File: config.mk
export PLATFORM = sky130hd
export DESIGN_NAME = pva_ctrl
export DESIGN_NICKNAME = d
export VERILOG_FILES = /design/src/rtl/core/pva_pkg.sv /design/src/rtl/core/pva_ctrl.sv
export SDC_FILE = /design/constraint.sdc
export NUM_CORES = 1
export LEC_CHECK = 0
export ABC_AREA = 1
export BUFFER_PORTS_ARGS = -buffer_cell sky130_fd_sc_hd__buf_2
export CAP_MARGIN = 25
export CORE_MARGIN = 3
export CORE_UTILIZATION = 30
export CTS_CLUSTER_SIZE = 40
export DETAILED_ROUTE_END_ITERATION = 8
export PLACE_DENSITY = 0.5
export SYNTH_ARGS = -nofsm -noshare
export SYNTH_HDL_FRONTEND = slang
export SYNTH_SLANG_ARGS = --single-unit
File: constraint.sdc
create_clock -name clk -period 1.72 [get_ports clk]
set_input_delay 0.086 -clock clk [delete_from_list [all_inputs] [get_ports clk]]
set_output_delay 0.086 -clock clk [all_outputs]
set_load 0.05 [all_outputs]
File: src/rtl/core/pva_pkg.sv
// shared types, constants and helpers for the pair virial accumulator
// no dependencies
package pva_pkg;

  localparam int MAX_PARTICLES = 1024;
  localparam int IDX_W         = 10;
  localparam int NCOMP         = 6;
  localparam int ACC_W         = 48;
  localparam int ROW_W         = NCOMP * ACC_W;
  localparam int DIV_STEPS     = 48;
  localparam int CNT_W         = 10;

  localparam logic [ACC_W-1:0] ACC_MAX = {1'b0, {(ACC_W-1){1'b1}}};
  localparam logic [ACC_W-1:0] ACC_MIN = {1'b1, {(ACC_W-1){1'b0}}};

  typedef enum logic [1:0] {
    OP_ACC   = 2'd0,
    OP_RDP   = 2'd1,
    OP_RDG   = 2'd2,
    OP_CLEAR = 2'd3
  } op_t;

  typedef enum logic [1:0] {
    STS_OK   = 2'd0,
    STS_ZERO = 2'd1,
    STS_SAT  = 2'd2
  } sts_t;

  typedef enum logic [1:0] {
    SRC_GLOBAL = 2'd0,
    SRC_ROW    = 2'd1,
    SRC_ZERO   = 2'd2
  } src_t;

  typedef enum logic [3:0] {
    ST_INIT_CLR,
    ST_IDLE,
    ST_DECODE,
    ST_DIV,
    ST_MULP,
    ST_MULV,
    ST_TERM,
    ST_RDI,
    ST_WRI,
    ST_RDJ,
    ST_WRJ,
    ST_RDP,
    ST_CLR,
    ST_OUT
  } state_t;

  typedef struct packed {
    logic             load;
    logic             div_step;
    logic             mul_p;
    logic             mul_v;
    logic             term;
    logic             ram_re;
    logic             ram_we;
    logic             sel_j;
    logic             clr_row;
    logic             clr_glob;
    logic             out_load;
    src_t             out_src;
    logic [2:0]       k;
    logic [1:0]       ps;
    logic [CNT_W-1:0] cnt;
  } cmd_t;

  typedef struct packed {
    op_t  op;
    logic dist_zero;
    logic out_free;
  } stat_t;

  // first displacement axis of each tensor component
  function automatic logic [1:0] comp_a(input logic [2:0] k);
    logic [1:0] a;
    unique case (k)
      3'd0:    a = 2'd0;
      3'd1:    a = 2'd1;
      3'd2:    a = 2'd2;
      3'd3:    a = 2'd1;
      default: a = 2'd0;
    endcase
    return a;
  endfunction

  // second displacement axis of each tensor component
  function automatic logic [1:0] comp_b(input logic [2:0] k);
    logic [1:0] b;
    unique case (k)
      3'd0:    b = 2'd0;
      3'd1:    b = 2'd1;
      3'd2:    b = 2'd2;
      3'd3:    b = 2'd2;
      3'd4:    b = 2'd2;
      default: b = 2'd1;
    endcase
    return b;
  endfunction

  // saturating add, returns {saturated, sum}
  function automatic logic [ACC_W:0] sat_add(input logic [ACC_W-1:0] a,
                                              input logic [ACC_W-1:0] b);
    logic [ACC_W:0] s;
    s = {a[ACC_W-1], a} + {b[ACC_W-1], b};
    if (s[ACC_W] != s[ACC_W-1]) begin
      return {1'b1, (s[ACC_W] ? ACC_MIN : ACC_MAX)};
    end
    return {1'b0, s[ACC_W-1:0]};
  endfunction

endpackage

File: src/rtl/core/pva_ctrl.sv
// controller state machine for the pair virial accumulator
// depends on pva_pkg
module pva_ctrl (
  input  logic           clk,
  input  logic           rst,
  input  logic           item_valid,
  output logic           item_stall,
  input  pva_pkg::stat_t stat,
  output pva_pkg::cmd_t  cmd
);

  pva_pkg::state_t             state, state_next;
  logic [pva_pkg::CNT_W-1:0]   cnt, cnt_next;
  logic [2:0]                  k, k_next;
  logic [1:0]                  ps, ps_next;

  localparam logic [pva_pkg::CNT_W-1:0] CNT_DIV_LAST = pva_pkg::CNT_W'(pva_pkg::DIV_STEPS - 1);
  localparam logic [pva_pkg::CNT_W-1:0] CNT_ROW_LAST =
    pva_pkg::CNT_W'(pva_pkg::MAX_PARTICLES - 1);
  localparam logic [2:0] K_LAST = 3'(pva_pkg::NCOMP - 1);

  // state and counters
  always_ff @(posedge clk) begin
    if (rst) begin
      state <= pva_pkg::ST_INIT_CLR;
      cnt   <= '0;
      k     <= '0;
      ps    <= '0;
    end else begin
      state <= state_next;
      cnt   <= cnt_next;
      k     <= k_next;
      ps    <= ps_next;
    end
  end

  // next state
  always_comb begin
    state_next = state;
    unique case (state)
      pva_pkg::ST_INIT_CLR: if (cnt == CNT_ROW_LAST) state_next = pva_pkg::ST_IDLE;
      pva_pkg::ST_IDLE:     if (item_valid) state_next = pva_pkg::ST_DECODE;
      pva_pkg::ST_DECODE: begin
        unique case (stat.op)
          pva_pkg::OP_ACC: state_next = stat.dist_zero ? pva_pkg::ST_OUT : pva_pkg::ST_DIV;
          pva_pkg::OP_RDP: state_next = pva_pkg::ST_RDP;
          pva_pkg::OP_RDG: state_next = pva_pkg::ST_OUT;
          default:         state_next = pva_pkg::ST_CLR;
        endcase
      end
      pva_pkg::ST_DIV:  if (cnt == CNT_DIV_LAST) state_next = pva_pkg::ST_MULP;
      pva_pkg::ST_MULP: state_next = pva_pkg::ST_MULV;
      pva_pkg::ST_MULV: if (ps == 2'd3) state_next = pva_pkg::ST_TERM;
      pva_pkg::ST_TERM: state_next = (k == K_LAST) ? pva_pkg::ST_RDI : pva_pkg::ST_MULP;
      pva_pkg::ST_RDI:  state_next = pva_pkg::ST_WRI;
      pva_pkg::ST_WRI:  state_next = pva_pkg::ST_RDJ;
      pva_pkg::ST_RDJ:  state_next = pva_pkg::ST_WRJ;
      pva_pkg::ST_WRJ:  state_next = pva_pkg::ST_OUT;
      pva_pkg::ST_RDP:  state_next = pva_pkg::ST_OUT;
      pva_pkg::ST_CLR:  if (cnt == CNT_ROW_LAST) state_next = pva_pkg::ST_OUT;
      pva_pkg::ST_OUT:  if (stat.out_free) state_next = pva_pkg::ST_IDLE;
      default:          state_next = pva_pkg::ST_IDLE;
    endcase
  end

  // counter updates
  always_comb begin
    cnt_next = '0;
    k_next   = k;
    ps_next  = '0;
    unique case (state)
      pva_pkg::ST_INIT_CLR, pva_pkg::ST_CLR, pva_pkg::ST_DIV: cnt_next = cnt + 1'b1;
      pva_pkg::ST_DECODE: k_next  = '0;
      pva_pkg::ST_MULV:   ps_next = ps + 1'b1;
      pva_pkg::ST_TERM:   k_next  = k + 1'b1;
      default: ;
    endcase
  end

  // command outputs
  always_comb begin
    cmd          = '0;
    cmd.out_src  = pva_pkg::SRC_GLOBAL;
    cmd.k        = k;
    cmd.ps       = ps;
    cmd.cnt      = cnt;
    item_stall   = (state != pva_pkg::ST_IDLE);
    unique case (state)
      pva_pkg::ST_INIT_CLR, pva_pkg::ST_CLR: begin
        cmd.clr_row  = 1'b1;
        cmd.clr_glob = 1'b1;
      end
      pva_pkg::ST_IDLE: cmd.load     = item_valid;
      pva_pkg::ST_DIV:  cmd.div_step = 1'b1;
      pva_pkg::ST_MULP: cmd.mul_p    = 1'b1;
      pva_pkg::ST_MULV: cmd.mul_v    = 1'b1;
      pva_pkg::ST_TERM: cmd.term     = 1'b1;
      pva_pkg::ST_RDI, pva_pkg::ST_RDP: cmd.ram_re = 1'b1;
      pva_pkg::ST_WRI:  cmd.ram_we   = 1'b1;
      pva_pkg::ST_RDJ: begin
        cmd.ram_re = 1'b1;
        cmd.sel_j  = 1'b1;
      end
      pva_pkg::ST_WRJ: begin
        cmd.ram_we = 1'b1;
        cmd.sel_j  = 1'b1;
      end
      pva_pkg::ST_OUT: begin
        cmd.out_load = stat.out_free;
        unique case (stat.op)
          pva_pkg::OP_RDP:   cmd.out_src = pva_pkg::SRC_ROW;
          pva_pkg::OP_CLEAR: cmd.out_src = pva_pkg::SRC_ZERO;
          default:           cmd.out_src = pva_pkg::SRC_GLOBAL;
        endcase
      end
      default: ;
    endcase
  end

endmodule

Word-level counts from Yosys, hierarchy flattened

Index checks and enable logic that the tools add are counted.

Word-level logic and storage cells: 70
Output and inout bits: 29
Register bits: 19

Reductions and logical operators: 12
$add $sub $neg: 3
Bitwise operators: 2
Equality and inequality tests: 27
Muxes and demuxes: 22

Operator list:

| kind                    | number |
|---|---|
| $pmux W4 S13            | 1 |
| $mux W4                 | 7 |
| $eq A4 B4 Y1 const B    | 6 |
| $eq A4 B3 Y1 const B    | 4 |
| $ne A2 B2 Y1 const B    | 6 |
| $pmux W4 S3             | 1 |
| $reduce_or A2 Y1        | 6 |
| $add A10 B1 Y10 const B | 1 |
| $eq A10 B10 Y1 const B  | 1 |
| $eq A10 B6 Y1 const B   | 1 |
| $eq A4 B2 Y1 const B    | 2 |
| $mux W1                 | 8 |
| $eq A2 B2 Y1 const B    | 3 |
| $pmux W3 S2             | 1 |
| $reduce_and A6 Y1       | 1 |
| $reduce_or A3 Y1        | 2 |
| $eq A4 B1 Y1 const B    | 1 |
| $logic_not A4 Y1        | 1 |
| $mux W2                 | 2 |
| $ne A4 B1 Y1 const B    | 1 |
| $pmux W2 S2             | 1 |
| $add A3 B1 Y3 const B   | 1 |
| $eq A3 B3 Y1 const B    | 1 |
| $mux W3                 | 1 |
| 5 further kinds         | 6 |

Logic depth before layout (Yosys ltp)

Gate-level depths: netlist of the first run.

Depth in word-level cells: 4
Depth in mapped cells: 10
Gate-level depth less buffers: 10

Worst setup path after synthesis of the first run

No wires, ideal clock.

Kind: register to register
Start: register state[3]
End: register ps[0]
Setup time: 0.071 ns
Arrival time: 1.964 ns
Period minus slack after synthesis: 2.035 ns
Path buffers: 0
Setup slack: -0.315 ns
Stages on the path, launching flop included: 6
Path through: dfxtp_1 > inv_1 > nand2_1 > nor3_1 > nand2_1 > nor2_1

Word-level cells in the longest chain between the ends: 3

RTL lines:

| what                              | RTL line       | text |
|---|---|---|
| from (decl)                       | pva_ctrl.sv:12 | `pva_pkg::state_t state, state_next;` |
| from (signal assigned)            | pva_ctrl.sv:25 | `state <= pva_pkg::ST_INIT_CLR;` |
| from (signal assigned)            | pva_ctrl.sv:30 | `state <= state_next;` |
| $eq A4 B3 Y1                      | pva_ctrl.sv:71 | `unique case (state)` |
| $not A1 Y1 (no source line)       | --             |  |
| $reduce_or A2 Y1 (no source line) | --             |  |
| to (signal assigned)              | pva_ctrl.sv:33 | `ps <= ps_next;` |
| to (decl)                         | pva_ctrl.sv:15 | `logic [1:0] ps, ps_next;` |

Every way passes these cells.
A chain may end at the register's enable or synchronous reset.

==> impl_metrics.json, run 1 <==
{
  "period_needed_ps": 1560,
  "hpwl_um": 2340,
  "drive_gt1_frac": 0.278,
  "place_ws_ps": 358,
  "whs_path_depth": 2,
  "worstHoldStart": "rst",
  "drtPass1Iterations": 4,
  "cts_sinks": 19,
  "gp_congestion": 0.799,
  "area_growth_pct": 22.2,
  "setup_ws_ps": 161,
  "synth_cell_types": 27,
  "grt_pass1_wl_um": 5000,
  "path_max_fanout": 6,
  "cp.arrival_ps": 1470,
  "vias_per_cell": 4.42,
  "crit_start": "state[0]$_SDFFE_PP0P_",
  "fmax_ghz": 0.641,
  "ys_seq_elements": 19,
  "grt_pass1_vias": 1148,
  "status": "finished, final reports clean",
  "n_antenna_cell": 0,
  "p_leak_nw": 0.842,
  "routedWlPerCell_um": 10.1,
  "final_antenna_net_count": 0,
  "synthArstFlopShare": 0,
  "clockBufferDepth": 2,
  "path_class": "flop to output pin",
  "grt_max_degree": 11,
  "hold_path_end": "state[3]$_SDFFE_PP0P_",
  "nets": 250,
  "antenna_found_initial": 0,
  "startpoint_type": "flop",
  "fin_skew_ps": 5.70,
  "fin_area_um2": 1580,
  "root_buffer": "clkbuf_8",
  "worst_slew_pin_slew_ps": 333,
  "overflow": 0,
  "hold_violations": 0,
  "slew_headroom": 0.777,
  "placedInstanceArea_um2": 1530,
  "vias": 1254,
  "required_ps": 1630,
  "post_cts_buffers": 0,
  "start_util": 0.316,
  "tns_ps": 0,
  "ios": 36,
  "ir_worst_vdd_v": 0.000207,
  "worstReg2RegStart": "state[0]$_SDFFE_PP0P_",
  "synth_area_um2": 1290,
  "synth_area_per_cell_um2": 6.58,
  "slowest_delay_ps": 450,
  "core_area_um2": 4090,
  "crit_chain": "inv_2 -> nor2_4 -> nand2_1 -> nor2_1 -> buf_2",
  "max_cap_violations": 0,
  "wl_um": 2870,
  "fin_crit_sh": 0.907,
  "drc_errors": 0,
  "r2r_slack_ps": 360,
  "reg2reg_to": "state[3]$_SDFFE_PP0P_",
  "yosysWarnings": 0,
  "synth_fp_nets": 211,
  "drt_iter0_markers": 39,
  "clock_latency_ps": 260,
  "path_clk_slew_ps": 80,
  "crit_slowest_cell": "dfxtp_1",
  "rr_worst_depth": 8,
  "grt_util_all_layers": 0.122,
  "cts_max_level": 1,
  "netlist_instances": 196,
  "die_h_um": 71.6,
  "setup_viol": 0,
  "fp-row-count": 23,
  "die_area_um2": 5120,
  "synth_edf_count": 0,
  "cts_buffers": 3,
  "numPortBuffers": 35,
  "hp-class": "primary input to flop",
  "fp.dieW_um": 71.6,
  "synth-seq-area-share": 0.295,
  "p_per_area_nw_per_um2": 533,
  "endpoint_kind": "output pin",
  "hold_buffers": 0,
  "synthFlopType": "dfxtp_1",
  "rsz0062_at_grt": "no",
  "slew_viol_final": 0,
  "cts_tree": "built",
  "cts_resized": 0
}
## metal layers
| layer | vias to the layer above | GRT usage | wire length, µm |
|---|---|---|---|
| li1 | 685 | - | - |
| met1 | 540 | 0.167 | 1460 |
| met4 | 0 | 0.0251 | 10 |
| met2 | 27 | 0.188 | 1240 |
| met5 | - | 0 | 0 |
| met3 | 2 | 0.0393 | 169 |
## worst max-delay path, delay by kind of cell (launching register included)
family                 cells  cell delay [ps]
DFF                        1              450
buffers and inverters      2              370
and+or+nand+nor            3              390
## cell type report
cell class                 count  area [µm²]
clock buffer                   4        45.0
fill                         473        2510
inverter                      35         133
multi-input combinational    141         774
sequential                    19         382
tap                           50        62.6
timing repair buffer          35         180
## where the power goes
group | total (mW) | switching, mW | internal [mW]
registers | 0.451 | 0.00525 | 0.446
clock network | 0.316 | 0.151 | 0.165
logic | 0.0734 | 0.0518 | 0.0215
## stage by stage
stage	cells	utilization	hold WS [ps]	power, mW
2_1_floorplan	196	-	155	0.512
3_3_place_gp	280	0.373	361	0.536
3_5_place_dp	280	0.373	357	0.536
4_1_cts	284	0.384	81.8	0.853
5_1_grt	284	0.386	84.3	0.884
6_report	284	0.386	87.0	0.840
## placed cells by master (no fill, tap or decap), drive strengths merged
| master | n |
|---|---|
| ha | 8 |
| a21oi | 9 |
| buf | 33 |
| a22oi | 1 |
| clkbuf | 6 |
| o22ai | 1 |
| nand3 | 10 |
| clkinv | 2 |
| nor3b | 3 |
| nor2 | 36 |
| xor2 | 2 |
| inv | 33 |
| nor3 | 4 |
| o21ai | 2 |
| nand2 | 58 |
| a31oi | 1 |
| nand4 | 4 |
| o21a | 1 |
| and3 | 1 |
| dfxtp | 19 |
## flip-flops by register name, summed over array words and instances, names as in the netlist
| name | count |
|---|---|
| cnt | 10 |
| k | 3 |
| ps | 2 |
| state | 4 |
## logic make-up (layout without fill, tap and decap cells)
family / after synthesis / in the layout / share of synthesized area
fa+ha+maj: 8 / 8 / 0.0776
simple gates: 116 / 116 / 0.441
buf+inv: 36 / 74 / 0.109
flops: 19 / 19 / 0.295
xor+xnor: 2 / 2 / 0.0136
compound gates: 15 / 15 / 0.0640
## Yosys cell counts, types with 2 or more instances
cell      n  area, µm²
nor2_1   28        105
a21oi_1   9       45.0
xor2_1    2       17.5
nand4_1   4       25.0
inv_1    31        116
nand3_2   2       20.0
nand3_1   8       40.0
dfxtp_1  19        380
nand2_4   2       22.5
nor2_2    4       25.0
ha_1      8        100
nor2_4    4       45.0
o21ai_0   2       10.0
nor3_1    4       20.0
nor3b_1   2       15.0
nand2_1  47        176
inv_2     2       7.51
nand2_2   9       56.3
## worst max-delay path by stage
stage	end	slack, ps	cells past startpoint
2_1_floorplan	state[0]$_SDFFE_PP0P_	50	8
3_3_place_gp	state[0]$_SDFFE_PP0P_	350	8
3_5_place_dp	state[0]$_SDFFE_PP0P_	360	8
4_1_cts	cmd[22]	100	5
5_1_grt	cmd[15]	20	5
6_report	cmd[15]	160	5
Power figures use the tool's default switching activity.
==> run 2: changes to the inputs <==
- clock period: 1.72 -> 1.75 ns (I/O delays scaled with it)
==> run 2 against run 1 <==
  * Sequential share of layout area down 0.060 points
  * Count of clock-buffer cells in the layout unchanged
  * Clock power down 2%
  * Global-route usage about the same
  * Cell area about the same
  * Worst hold slack better by 4.7 ps
  * Clock skew down 0.73 ps
  * Via count down 0.24%
  * Wire length up 1.4%
  * Utilization about the same
  * Critical path type unchanged
  * Highest routed layer unchanged
==> impl_metrics.json, run 2 (synthesized netlist as in run 1, its figures left out) <==
{
  "status": "finished, final reports clean",
  "rr_worst_depth": 8,
  "top_regs": "cnt (10), state (4), k (3)",
  "fp.dieW_um": 71.6,
  "drtPass1Iterations": 4,
  "grt_util_all_layers": 0.122,
  "p_per_area_nw_per_um2": 523,
  "overflow": 0,
  "placedInstanceArea_um2": 1530,
  "ir_worst_vdd_v": 0.000245,
  "hp-class": "primary input to flop",
  "hold_buffers": 0,
  "internal_power_mw": 0.621,
  "die_h_um": 71.6,
  "root_buffer": "clkbuf_8",
  "nets": 250,
  "whs_path_depth": 2,
  "vias_per_cell": 4.40,
  "rsz0062_at_grt": "no",
  "drive_gt1_frac": 0.278,
  "start_util": 0.316,
  "cts_buffers": 3,
  "regMostFlops": "cnt",
  "clock_latency_ps": 250,
  "p_leak_nw": 0.841,
  "hold_path_end": "k[1]$_SDFFE_PP0P_",
  "swShare": 0.246,
  "layout_common_cells": "47 x nand2_1, 34 x buf_2, 31 x inv_1",
  "cts_resized": 0,
  "slew_viol_final": 0,
  "required_ps": 1660,
  "worstReg2RegStart": "cnt[0]$_SDFF_PP0_",
  "clockBufferDepth": 2,
  "path_class": "flop to output pin",
  "worstHoldStart": "rst",
  "cp.arrival_ps": 1450,
  "vias": 1251,
  "r2r_slack_ps": 380,
  "wl_um": 2910,
  "hold_violations": 0,
  "drc_errors": 0,
  "setup_viol": 0,
  "fin_area_um2": 1580,
  "numPortBuffers": 35,
  "final_antenna_net_count": 0,
  "largest_reg_flops": 10,
  "fin_skew_ps": 4.97,
  "p_comb_frac": 0.087,
  "slew_headroom": 0.767,
  "routedWlPerCell_um": 10.3,
  "n_antenna_cell": 0,
  "path_max_fanout": 6,
  "fp-row-count": 23,
  "p_seq_frac": 0.538,
  "grt_pass1_wl_um": 5000,
  "layout_commonest_cell": "nand2_1",
  "hpwl_um": 2360,
  "ios": 36,
  "gp_congestion": 0.795,
  "reg2reg_to": "state[0]$_SDFFE_PP0P_",
  "max_cap_violations": 0,
  "p_sw_mw": 0.203,
  "p_clk_frac": 0.375,
  "die_area_um2": 5120,
  "cts_sinks": 19,
  "path_clk_slew_ps": 70,
  "core_area_um2": 4090,
  "cts_tree": "built",
  "antenna_found_initial": 0,
  "grt_max_degree": 11,
  "cts_max_level": 1,
  "post_cts_buffers": 0,
  "fmax_ghz": 0.651,
  "drt_iter0_markers": 35,
  "tns_ps": 0,
  "endpoint_kind": "output pin",
  "area_growth_pct": 22.1,
  "worst_slew_pin_slew_ps": 349,
  "power_mw": 0.824,
  "startpoint_type": "flop",
  "grt_pass1_vias": 1131,
  "fin_crit_sh": 0.878,
  "period_needed_ps": 1540
}
==> run 2: power groups by stage <==
stage / Sequential [mW] / Clock, mW / Combinational (mW)
after floorplan: 0.475 / 0 / 0.0279
after global placement: 0.454 / 0 / 0.0734
after detailed placement: 0.454 / 0 / 0.0725
after CTS: 0.444 / 0.320 / 0.0729
after global routing: 0.444 / 0.340 / 0.0821
final: 0.444 / 0.309 / 0.0718
==> run 2: layout make-up <==
| cell class | count | area (µm²) |
|---|---|---|
| Sequential cell | 19 | 380 |
| Multi-Input combinational cell | 141 | 777 |
| Fill cell | 459 | 2510 |
| Inverter | 35 | 133 |
| Clock buffer | 4 | 45.0 |
| Timing Repair Buffer | 35 | 178 |
| Tap cell | 50 | 62.6 |
==> run 2: through the flow <==
stage	setup WS, ps	std cells	util	hold slack, ps
2_1_floorplan	75.3	196	-	157
3_3_place_gp	378	280	0.373	364
3_5_place_dp	359	280	0.373	359
4_1_cts	118	284	0.384	86.3
5_1_grt	29.3	284	0.385	91.1
6_report	214	284	0.385	91.7
==> run 2: critical path, stage by stage (launching register included) <==
cell and delay, ps:
dfxtp_1 440, inv_1 140, nor2_2 160, inv_1 90, nor2_1 100, buf_2 260
==> run 2: worst max path at each step <==
stage	start	end	slack, ps	cells past startpoint
floorplan	cnt[0]$_SDFF_PP0_	state[0]$_SDFFE_PP0P_	80	8
global placement	cnt[0]$_SDFF_PP0_	state[3]$_SDFFE_PP0P_	380	8
detailed placement	cnt[0]$_SDFF_PP0_	state[0]$_SDFFE_PP0P_	360	8
CTS	state[3]$_SDFFE_PP0P_	cmd[22]	120	5
global route	state[3]$_SDFFE_PP0P_	cmd[22]	30	5
finish	state[3]$_SDFFE_PP0P_	cmd[20]	210	5
==> run 2: routing by layer <==
layer / GRT usage / vias to the layer above / share of wire
met2: 0.187 / 31 / 0.43
met3: 0.0407 / 2 / 0.067
met4: 0.0188 / 0 / 0.0034
li1: - / 681 / -
met1: 0.169 / 537 / 0.50
met5: 0 / - / 0
==> run 3: changes to the inputs <==
- CORE_ASPECT_RATIO: default -> 1.1
==> run 3 against run 2 <==
  * Total power rose by 1.3%
  * Count of clock-buffer cells in the layout is 1 lower
  * Critical path depth did not move
  * Worst setup slack lost 9.3 ps
  * Wire length is 3.2% higher
  * Cell area up 0.16%
  * Global-route usage is 1.1 points higher
  * Non-clock buffer count unchanged
  * First-iteration DRC count is 23% higher
  * Cell count up 0.70%
  * Via count increased by 1.4%
  * Die area about the same
  * Highest routed layer unchanged
==> impl_metrics.json, run 3 (synthesized netlist as in run 1, its figures left out) <==
{
  "grt_max_degree": 12,
  "required_ps": 1660,
  "routed-wl-met3_um": 166,
  "area_growth_pct": 22.3,
  "drtPass1Iterations": 4,
  "cts_tree": "built",
  "fin_crit_sh": 0.883,
  "drive_gt1_frac": 0.282,
  "startpoint_type": "flop",
  "fin_skew_ps": 3.53,
  "path_clk_slew_ps": 80,
  "p_leak_nw": 0.845,
  "routed.top_layer": "met4",
  "die_h_um": 74.8,
  "cts_sinks": 19,
  "fmax_ghz": 0.647,
  "grt_pass1_vias": 1159,
  "grt_util_all_layers": 0.133,
  "overflow": 0,
  "status": "finished, final reports clean",
  "fp-row-count": 24,
  "hpwl_um": 2470,
  "layout_common_cells": "47 x nand2_1, 34 x buf_2, 31 x inv_1",
  "crit_chain": "nand2_2 -> inv_1 -> nor2_1 -> nor2_1 -> buf_2",
  "n_antenna_cell": 0,
  "regMostFlops": "cnt",
  "endpoint_kind": "output pin",
  "slew_viol_final": 0,
  "nets": 250,
  "antenna_found_initial": 0,
  "tns_ps": 0,
  "seq_area_um2": 382,
  "path_max_fanout": 6,
  "path_class": "flop to output pin",
  "core_area_um2": 4050,
  "fp.dieW_um": 68.5,
  "clock_latency_ps": 260,
  "cts_buffers": 3,
  "slowest_delay_ps": 540,
  "rsz0062_at_grt": "no",
  "hold_buffers": 0,
  "drt_iter0_markers": 43,
  "clockBufferDepth": 2,
  "post_cts_buffers": 0,
  "vias": 1269,
  "fill_cells": 472,
  "max_cap_violations": 0,
  "ios": 36,
  "cp.arrival_ps": 1460,
  "layout_commonest_cell": "nand2_1",
  "vias_per_cell": 4.44,
  "worst_slew_pin_slew_ps": 359,
  "crit_slowest_cell": "dfxtp_1",
  "p_per_area_nw_per_um2": 529,
  "period_needed_ps": 1550,
  "setup_viol": 0,
  "top_regs": "cnt (10), state (4), k (3)",
  "power_mw": 0.835,
  "ir_worst_vdd_v": 0.000217,
  "die_area_um2": 5120,
  "hp-class": "primary input to flop",
  "hold_violations": 0,
  "drc_errors": 0,
  "slew_headroom": 0.760,
  "whs_path_depth": 2,
  "root_buffer": "clkbuf_8",
  "cts_max_level": 1,
  "gp_congestion": 0.812,
  "final_antenna_net_count": 0,
  "wl_met2_um": 1430,
  "wl_um": 3010,
  "grt_pass1_wl_um": 5110,
  "rr_worst_depth": 8,
  "largest_reg_flops": 10,
  "start_util": 0.318,
  "multi_input_area_um2": 774,
  "routedWlPerCell_um": 10.5,
  "crit_path_frequent_cell": "nor2_1",
  "numPortBuffers": 35,
  "met1_length_um": 1330
}
[run 3: cell count changes in the layout (fill, tap and decap cells not counted), sizes merged]
cell    delta
clkbuf     -1
clkinv     +1
[run 3: final cells by class]
cell class / instances / share of cell area
multi-input combinational: 141 / 0.491
sequential: 19 / 0.242
clock buffer: 3 / 0.0262
inverter: 35 / 0.0841
tap: 52 / 0.0412
clock inverter: 1 / 0.00317
timing repair buffer: 35 / 0.113
[run 3: critical path, delay by kind of cell, from the launching register on]
family	cells	cell delay, ps
buffers and inverters	2	380
flip-flops	1	540
AND/OR/NAND/NOR	3	280
[run 3: per-stage QoR]
| stage | utilization | setup slack, ps | instance area (µm²) | cells | hold WS [ps] |
|---|---|---|---|---|---|
| 5_1_grt | 0.389 | 56.7 | 1580 | 286 | 73.4 |
| 3_5_place_dp | 0.377 | 376 | 1530 | 282 | 356 |
| 6_report | 0.389 | 204 | 1580 | 286 | 73.6 |
| 3_3_place_gp | 0.377 | 394 | 1530 | 282 | 361 |
| 2_1_floorplan | - | 75.3 | 1290 | 196 | 157 |
| 4_1_cts | 0.388 | 136 | 1570 | 286 | 67.7 |
[run 3: final timing paths]
| check | start | end | slack (ps) |
|---|---|---|---|
| min | rst | state[3]$_SDFFE_PP0P_ | 70 |
| max | state[1]$_SDFFE_PP0P_ | cmd[20] | 200 |
| max reg2reg | cnt[0]$_SDFF_PP0_ | state[0]$_SDFFE_PP0P_ | 360 |
| min reg2reg | ps[0]$_SDFF_PP0_ | ps[0]$_SDFF_PP0_ | 450 |
[run 3: layer usage]
layer  up-vias  global-route usage
li1        685                   -
met1       546               0.158
met2        30               0.214
met3         8              0.0403
met4         0              0.0684
met5         -                   0
[run 3: where the power goes]
part	internal [mW]	switching [mW]	total (mW)	leakage, nW
sequential	0.438	0.00572	0.444	0.154
clock	0.159	0.158	0.317	0.0255
combinational	0.0215	0.0525	0.0740	0.666
total	0.618	0.216	0.835	0.845
[run 3: repair_timing]
action	4_1_cts	5_1_grt
endpoints found under the setup margin	0	1
hold endpoints to repair	0	0
resized for setup	0	2
